**src/hdl/bcc_pkg.sv**
```systemverilog
`timescale 1ns / 1ps
`default_nettype none
// ----------------------------------------------------------------------------
// bcc_pkg
// Types and constants shared by the button click classifier modules.
// ----------------------------------------------------------------------------
package bcc_pkg;

  localparam int CntW = 16;
  localparam int CfgIdxW = 2;
  localparam int CfgDataW = 16;

  localparam logic [CfgIdxW-1:0] CFG_DEBOUNCE = 2'd0;
  localparam logic [CfgIdxW-1:0] CFG_DOUBLE = 2'd1;
  localparam logic [CfgIdxW-1:0] CFG_LONG = 2'd2;
  localparam logic [CfgIdxW-1:0] CFG_POLARITY = 2'd3;

  localparam logic [CntW-1:0] DEBOUNCE_RST = 16'd20;
  localparam logic [CntW-1:0] DOUBLE_RST = 16'd400;
  localparam logic [CntW-1:0] LONG_RST = 16'd2000;
  localparam logic POLARITY_RST = 1'b1;

  localparam logic [1:0] MODE_NORMAL = 2'd0;
  localparam logic [1:0] MODE_RECORD = 2'd1;
  localparam logic [1:0] MODE_PLAY = 2'd2;

  localparam logic [1:0] EV_NONE = 2'd0;
  localparam logic [1:0] EV_SINGLE = 2'd1;
  localparam logic [1:0] EV_DOUBLE = 2'd2;
  localparam logic [1:0] EV_LONG = 2'd3;

  typedef struct packed {
    logic       raw_level;
    logic [1:0] mode;
    logic       cancel;
  } in_word_t;

  typedef struct packed {
    logic [1:0] gesture_event;
    logic       click_waiting;
    logic       debounced_pressed;
  } out_word_t;

  typedef struct packed {
    logic [CntW-1:0] debounce_ticks;
    logic [CntW-1:0] double_click_ticks;
    logic [CntW-1:0] long_press_ticks;
    logic            pressed_polarity;
  } cfg_t;

  typedef struct packed {
    logic            started;
    logic            last_raw;
    logic            stable_pressed;
    logic            ignore_press;
    logic            ignore_long;
    logic            long_done;
    logic            click_pending;
    logic [CntW-1:0] since_change;
    logic [CntW-1:0] press_elapsed;
    logic [CntW-1:0] since_release;
  } state_t;

endpackage
`default_nettype wire

```
**src/hdl/button_click_classifier_top.sv**
```systemverilog
`timescale 1ns / 1ps
`default_nettype none
// ----------------------------------------------------------------------------
// button_click_classifier_top
// Debounces a sampled button level and reports single, double and long presses.
// ----------------------------------------------------------------------------
// Each input word is one time tick and yields exactly one result word,
// registered in the cycle after it is accepted. The block takes a word in
// every cycle while the result register is empty or is being read in the
// same cycle: the tick logic is combinational between the held classifier
// state and the result register. Configuration writes take effect on the
// next accepted word.
module button_click_classifier_top (
  input  wire                     clk,
  input  wire                     rst_n,
  input  wire                     in_valid,
  output logic                    in_ready,
  input  wire bcc_pkg::in_word_t  in_data,
  output logic                    out_valid,
  input  wire                     out_ready,
  output bcc_pkg::out_word_t      out_data,
  input  wire                     cfg_we,
  input  wire [bcc_pkg::CfgIdxW-1:0]  cfg_index,
  input  wire [bcc_pkg::CfgDataW-1:0] cfg_wdata
);

  bcc_pkg::cfg_t      cfg_r;
  bcc_pkg::state_t    state_r;
  bcc_pkg::state_t    state_nxt;
  bcc_pkg::out_word_t res;
  logic               accept;

  assign accept = in_valid && in_ready;

  always_ff @(posedge clk) begin
    if (!rst_n) begin
      cfg_r.debounce_ticks     <= bcc_pkg::DEBOUNCE_RST;
      cfg_r.double_click_ticks <= bcc_pkg::DOUBLE_RST;
      cfg_r.long_press_ticks   <= bcc_pkg::LONG_RST;
      cfg_r.pressed_polarity   <= bcc_pkg::POLARITY_RST;
    end else if (cfg_we) begin
      unique case (cfg_index)
        bcc_pkg::CFG_DEBOUNCE: cfg_r.debounce_ticks     <= cfg_wdata;
        bcc_pkg::CFG_DOUBLE:   cfg_r.double_click_ticks <= cfg_wdata;
        bcc_pkg::CFG_LONG:     cfg_r.long_press_ticks   <= cfg_wdata;
        bcc_pkg::CFG_POLARITY: cfg_r.pressed_polarity   <= cfg_wdata[0];
        default: ;
      endcase
    end
  end

  always_ff @(posedge clk) begin
    if (!rst_n) begin
      state_r <= '0;
    end else if (accept) begin
      state_r <= state_nxt;
    end
  end

  bcc_step u_step (
    .in_word (in_data),
    .cfg     (cfg_r),
    .cur     (state_r),
    .nxt     (state_nxt),
    .res     (res)
  );

  bcc_out_reg u_out_reg (
    .clk       (clk),
    .rst_n     (rst_n),
    .load      (in_valid),
    .load_data (res),
    .can_load  (in_ready),
    .out_valid (out_valid),
    .out_ready (out_ready),
    .out_data  (out_data)
  );

endmodule
`default_nettype wire

```
**src/hdl/bcc_step.sv**
```systemverilog
`timescale 1ns / 1ps
`default_nettype none
// ----------------------------------------------------------------------------
// bcc_step
// Next-state and result logic for one tick of the gesture classifier.
// ----------------------------------------------------------------------------
module bcc_step (
  input  wire bcc_pkg::in_word_t  in_word,
  input  wire bcc_pkg::cfg_t      cfg,
  input  wire bcc_pkg::state_t    cur,
  output bcc_pkg::state_t         nxt,
  output bcc_pkg::out_word_t      res
);

  logic                      raw_p;
  logic                      fired;
  logic                      held;
  logic [1:0]                ev;
  logic [bcc_pkg::CntW-1:0]  sc_inc;
  logic [bcc_pkg::CntW-1:0]  pe_inc;
  logic [bcc_pkg::CntW-1:0]  sr_inc;

  assign raw_p  = (in_word.raw_level == cfg.pressed_polarity);
  assign sc_inc = (&cur.since_change) ? cur.since_change : cur.since_change + 1'b1;
  assign pe_inc = (&cur.press_elapsed) ? cur.press_elapsed : cur.press_elapsed + 1'b1;
  assign sr_inc = (&cur.since_release) ? cur.since_release : cur.since_release + 1'b1;

  always_comb begin
    nxt   = cur;
    ev    = bcc_pkg::EV_NONE;
    fired = 1'b0;
    held  = 1'b0;
    if (!cur.started) begin
      nxt.started        = 1'b1;
      nxt.last_raw       = in_word.raw_level;
      nxt.stable_pressed = raw_p;
      nxt.since_change   = '0;
      nxt.press_elapsed  = '0;
      nxt.since_release  = '0;
      nxt.ignore_press   = raw_p;
      nxt.ignore_long    = raw_p;
    end else begin
      nxt.since_change  = sc_inc;
      nxt.press_elapsed = pe_inc;
      nxt.since_release = sr_inc;
    end

    if (in_word.raw_level != nxt.last_raw) begin
      nxt.last_raw     = in_word.raw_level;
      nxt.since_change = '0;
    end

    if (raw_p && nxt.stable_pressed && !nxt.long_done && !nxt.ignore_long &&
        nxt.press_elapsed >= cfg.long_press_ticks) begin
      nxt.long_done     = 1'b1;
      nxt.click_pending = 1'b0;
      nxt.ignore_press  = 1'b1;
      ev                = bcc_pkg::EV_LONG;
      fired             = 1'b1;
    end

    if (!fired && nxt.since_change >= cfg.debounce_ticks &&
        raw_p != nxt.stable_pressed) begin
      nxt.stable_pressed = raw_p;
      if (raw_p) begin
        nxt.press_elapsed = '0;
        nxt.long_done     = 1'b0;
        nxt.ignore_press  = (in_word.mode >= bcc_pkg::MODE_PLAY);
      end else if (nxt.ignore_press) begin
        nxt.ignore_press = 1'b0;
        nxt.ignore_long  = 1'b0;
        nxt.long_done    = 1'b0;
      end else if (nxt.long_done) begin
        nxt.long_done   = 1'b0;
        nxt.ignore_long = 1'b0;
      end else if (in_word.mode == bcc_pkg::MODE_RECORD) begin
        nxt.click_pending = 1'b0;
        ev                = bcc_pkg::EV_SINGLE;
      end else if (in_word.mode == bcc_pkg::MODE_NORMAL) begin
        if (nxt.click_pending) begin
          nxt.click_pending = 1'b0;
          ev                = bcc_pkg::EV_DOUBLE;
        end else begin
          nxt.click_pending = 1'b1;
          nxt.since_release = '0;
        end
      end
    end

    held = (nxt.last_raw == cfg.pressed_polarity) || nxt.stable_pressed;
    if (nxt.click_pending && !held && nxt.since_release >= cfg.double_click_ticks) begin
      nxt.click_pending = 1'b0;
      ev                = bcc_pkg::EV_SINGLE;
    end

    if (in_word.cancel) begin
      nxt.click_pending = 1'b0;
      if (held) begin
        nxt.ignore_press = 1'b1;
      end
    end

    res.gesture_event     = ev;
    res.click_waiting     = nxt.click_pending;
    res.debounced_pressed = nxt.stable_pressed;
  end

endmodule
`default_nettype wire

```
**src/hdl/bcc_out_reg.sv**
```systemverilog
`timescale 1ns / 1ps
`default_nettype none
// ----------------------------------------------------------------------------
// bcc_out_reg
// Result register that holds one word until the consumer takes it.
// ----------------------------------------------------------------------------
module bcc_out_reg (
  input  wire                     clk,
  input  wire                     rst_n,
  input  wire                     load,
  input  wire bcc_pkg::out_word_t load_data,
  output logic                    can_load,
  output logic                    out_valid,
  input  wire                     out_ready,
  output bcc_pkg::out_word_t      out_data
);

  logic               valid_r;
  bcc_pkg::out_word_t data_r;

  assign can_load  = !valid_r || out_ready;
  assign out_valid = valid_r;
  assign out_data  = data_r;

  always_ff @(posedge clk) begin
    if (!rst_n) begin
      valid_r <= 1'b0;
    end else if (can_load) begin
      valid_r <= load;
    end
  end

  always_ff @(posedge clk) begin
    if (load && can_load) begin
      data_r <= load_data;
    end
  end

endmodule
`default_nettype wire

```
**config.mk**
```make
export PLATFORM = sky130hd
export DESIGN_NAME = button_click_classifier_top
export DESIGN_NICKNAME = d
export VERILOG_FILES = /design/src/hdl/bcc_pkg.sv /design/src/hdl/button_click_classifier_top.sv /design/src/hdl/bcc_step.sv /design/src/hdl/bcc_out_reg.sv
export SDC_FILE = /design/constraint.sdc
export NUM_CORES = 1
export LEC_CHECK = 0
export ABC_CLOCK_PERIOD_IN_PS = 15100
export BUFFER_PORTS_ARGS = -buffer_cell sky130_fd_sc_hd__buf_2
export CORE_AREA = 10 10 134 123
export CTS_CLUSTER_SIZE = 8
export DETAILED_ROUTE_END_ITERATION = 8
export DIE_AREA = 0 0 144 133
export GPL_TIMING_DRIVEN = 0
export PLACE_DENSITY = 0.72
export SLEW_MARGIN = 30
export SYNTH_ARGS = -nofsm -noshare
export SYNTH_HDL_FRONTEND = slang
export SYNTH_HIERARCHICAL = 1
export SYNTH_SLANG_ARGS = --single-unit
```
**constraint.sdc**
```tcl
create_clock -name clk -period 15.1 [get_ports clk]
set_input_delay 3.02 -clock clk [delete_from_list [all_inputs] [get_ports clk]]
set_output_delay 3.02 -clock clk [all_outputs]
set_load 0.02 [all_outputs]
```
==> flow_summary.toml <==
[route]
ant_nets = 0
dr.pass1.iters = 5
drc_errors = 0
wl_um = 18500
wl_per_cell_um = 16.9
vias_per_cell = 5.76
vias = 6310
drt_iter0_drc = 397

[cts]
numCtsBuffers = 9
cts_setup_buffers = 0
postCtsHoldBufs = 0
ctsResizeCount = 0
clk_pin_slew_ns = 0.08
cts_sinks = 109
clock-root-buffer = "clkbuf_16"
insertion_delay_ns = 0.37
cts_tree = "yes"
h-tree-depth = 3
clk_path_buf_depth = 2

[timing]
maxSlewHeadroom = 0.423
period_minus_slack_ns = 8.73
worstMarginPinSlew_ns = 0.857
clock.fmax_mhz = 114
rsz0062_at_grt = "false"
hold_viol_final = 0
fin_ws_ns = 6.37
slew_violations = 0
setup-violations-final = 0
finalCritPeriodShare = 0.578
fin_worst_skew_ns = 0.0133
finalSetupTns_ns = 0

[critical_path]
crit_type = "in -> reg"
endpoint_kind = "register"
cp.required_ns = 15.41
cp_max_fo = 10
critPathArrivalTime_ns = 9.04
slowest_stage = "o31ai_1"
cp.buffers_inverters = 3
path_delay_family = "compound AO/OA/AOI/OAI gates"
critPathMaxStageDelay_ns = 0.71
cpMostUsedCell = "ha_1"
start_kind = "input port"
rrSetupSlack_ns = 7.43

[synth]
synth_top_area_share = 0.285
ys.flop_type = "dfxtp_1"
synth.top_cells.by_area = "dfxtp_1, ha_1, mux2i_1, a21boi_0, o21a_1"
synth.avg_cell_area_um2 = 8.43
synth_seq_cells = 109
synth_common_cells = "dfxtp_1, nand2_1, and3_1"
synthCells = 875
syn_area_mm2 = 0.00737
synth_nets = 955
yosysMostFrequentCell = "dfxtp_1"
ys_seq_area_frac = 0.301
synth-edff-count = 4
ys_async_sr_fraction = 0
yosysTopAreaCell = "dfxtp_1"
yosys_warnings = 6
synth_cell_types = 67

[global_routing]
grt_util_all_layers = 0.198
grt_overflow = 0
antenna_found_initial = 0
grt_pass1_vias = 5934
grt_max_degree = 19
grt_pass1_wl_um = 30600

[placement]
port_buffers = 32
hpwl_um = 13900
gp_congestion = 0.866
place_ws_ns = 6.10

[die]
io_pins = 33
dieHeight_um = 133
num_rows = 41
die_width_um = 144
dieArea_mm2 = 0.0192
core_mm2 = 0.0138
initial_core_util = 0.534

[power_and_ir_drop]
p_leak_nw = 3.51
vdd_drop_max_v = 0.0000624
pwr_density_cell_mw_per_mm2 = 74.9
finalPower_w = 0.000601

[finish]
utilization = 0.582
fill_cells = 1295
multiInputGateArea_mm2 = 0.00461
syn2layout_area_growth_pct = 8.94
drive_gt1_frac = 0.106
antenna_cells = 0
seqCellArea_mm2 = 0.00222
layout.nets = 998

[flow_run]
maxCapViolCount = 0

[run_status]
outcome = "finished clean"

[worst_hold_path]
hp-class = "reg -> reg"
==> flip-flops by register name, indices dropped and copies added, names as in the netlist <==
signal	count
u_out_reg/out_valid	1
u_out_reg/out_data	4
cfg_r	49
state_r	55
==> metrics by stage <==
stage / hold slack (ns) / cells / cell area [um2]
5_1_grt: 0.485 / 1095 / 8030
3_5_place_dp: 0.448 / 1079 / 7750
2_1_floorplan: 0.435 / 875 / 7370
3_3_place_gp: 0.443 / 1079 / 7750
6_report: 0.461 / 1095 / 8030
4_1_cts: 0.459 / 1095 / 8030
==> cell families after synthesis <==
logic type	Yosys count	synth area share
buf+inv	117	0.0738
xor+xnor	34	0.0414
compound gates	203	0.198
other cells	1	0.000509
fa+ha+maj	53	0.0900
simple gates	308	0.227
mux	50	0.0681
flops	109	0.301
==> final timing paths <==
| kind | to | from | depth (start not counted) |
|---|---|---|---|
| setup / recovery | state_r[48] | in_data[3] | 25 |
| hold / removal | cfg_r[47] | cfg_r[47] | 2 |
| setup reg to reg | state_r[48] | state_r[54] | 27 |
| hold reg to reg | cfg_r[47] | cfg_r[47] | 2 |
==> report_power, final <==
part / total (W) / internal, W / switching [W] / leakage (nW)
clock network: 0.000235 / 0.000119 / 0.000116 / 0.138
logic: 0.0000666 / 0.0000248 / 0.0000418 / 2.48
registers: 0.000300 / 0.000296 / 0.00000425 / 0.891
total: 0.000601 / 0.000439 / 0.000162 / 3.51
==> worst min-delay path: cells and delay by family, from the launching register on <==
kind	cells	cell delay (ns)
simple gates	1	0.05
flops	1	0.32
mux	1	0.05
==> cells in the final DEF (no fill, tap or decap), types with 17 or more instances in the layout <==
cell type	netlist	final
and3_1	63	63
inv_1	59	59
dfxtp_1	105	105
nand4_1	17	17
nand2_1	88	88
a21oi_1	27	27
xor2_1	24	24
a21boi_0	60	60
nand3_1	17	17
ha_1	53	53
buf_2	18	50
o21ai_0	18	18
o21a_1	56	56
nor2_1	44	44
clkbuf_1	25	26
mux2i_1	49	49
nor2b_1	30	30
==> per-layer routing <==
layer | up-vias | global-route usage | wire, um
met4 | 0 | 0.0391 | 141
met3 | 14 | 0.0411 | 1080
met2 | 178 | 0.299 | 8150
met5 | - | 0 | 0
met1 | 2959 | 0.282 | 9170
li1 | 3159 | - | -
==> cell type report <==
| type | count | area share |
|---|---|---|
| inverter | 60 | 0.0280 |
| multi-input combinational | 649 | 0.573 |
| tap | 172 | 0.0268 |
| clock inverter | 5 | 0.00514 |
| timing repair buffer | 32 | 0.0199 |
| clock buffer | 11 | 0.0302 |
| buffer | 57 | 0.0397 |
| sequential | 109 | 0.277 |
Power figures use the tool's default switching activity.
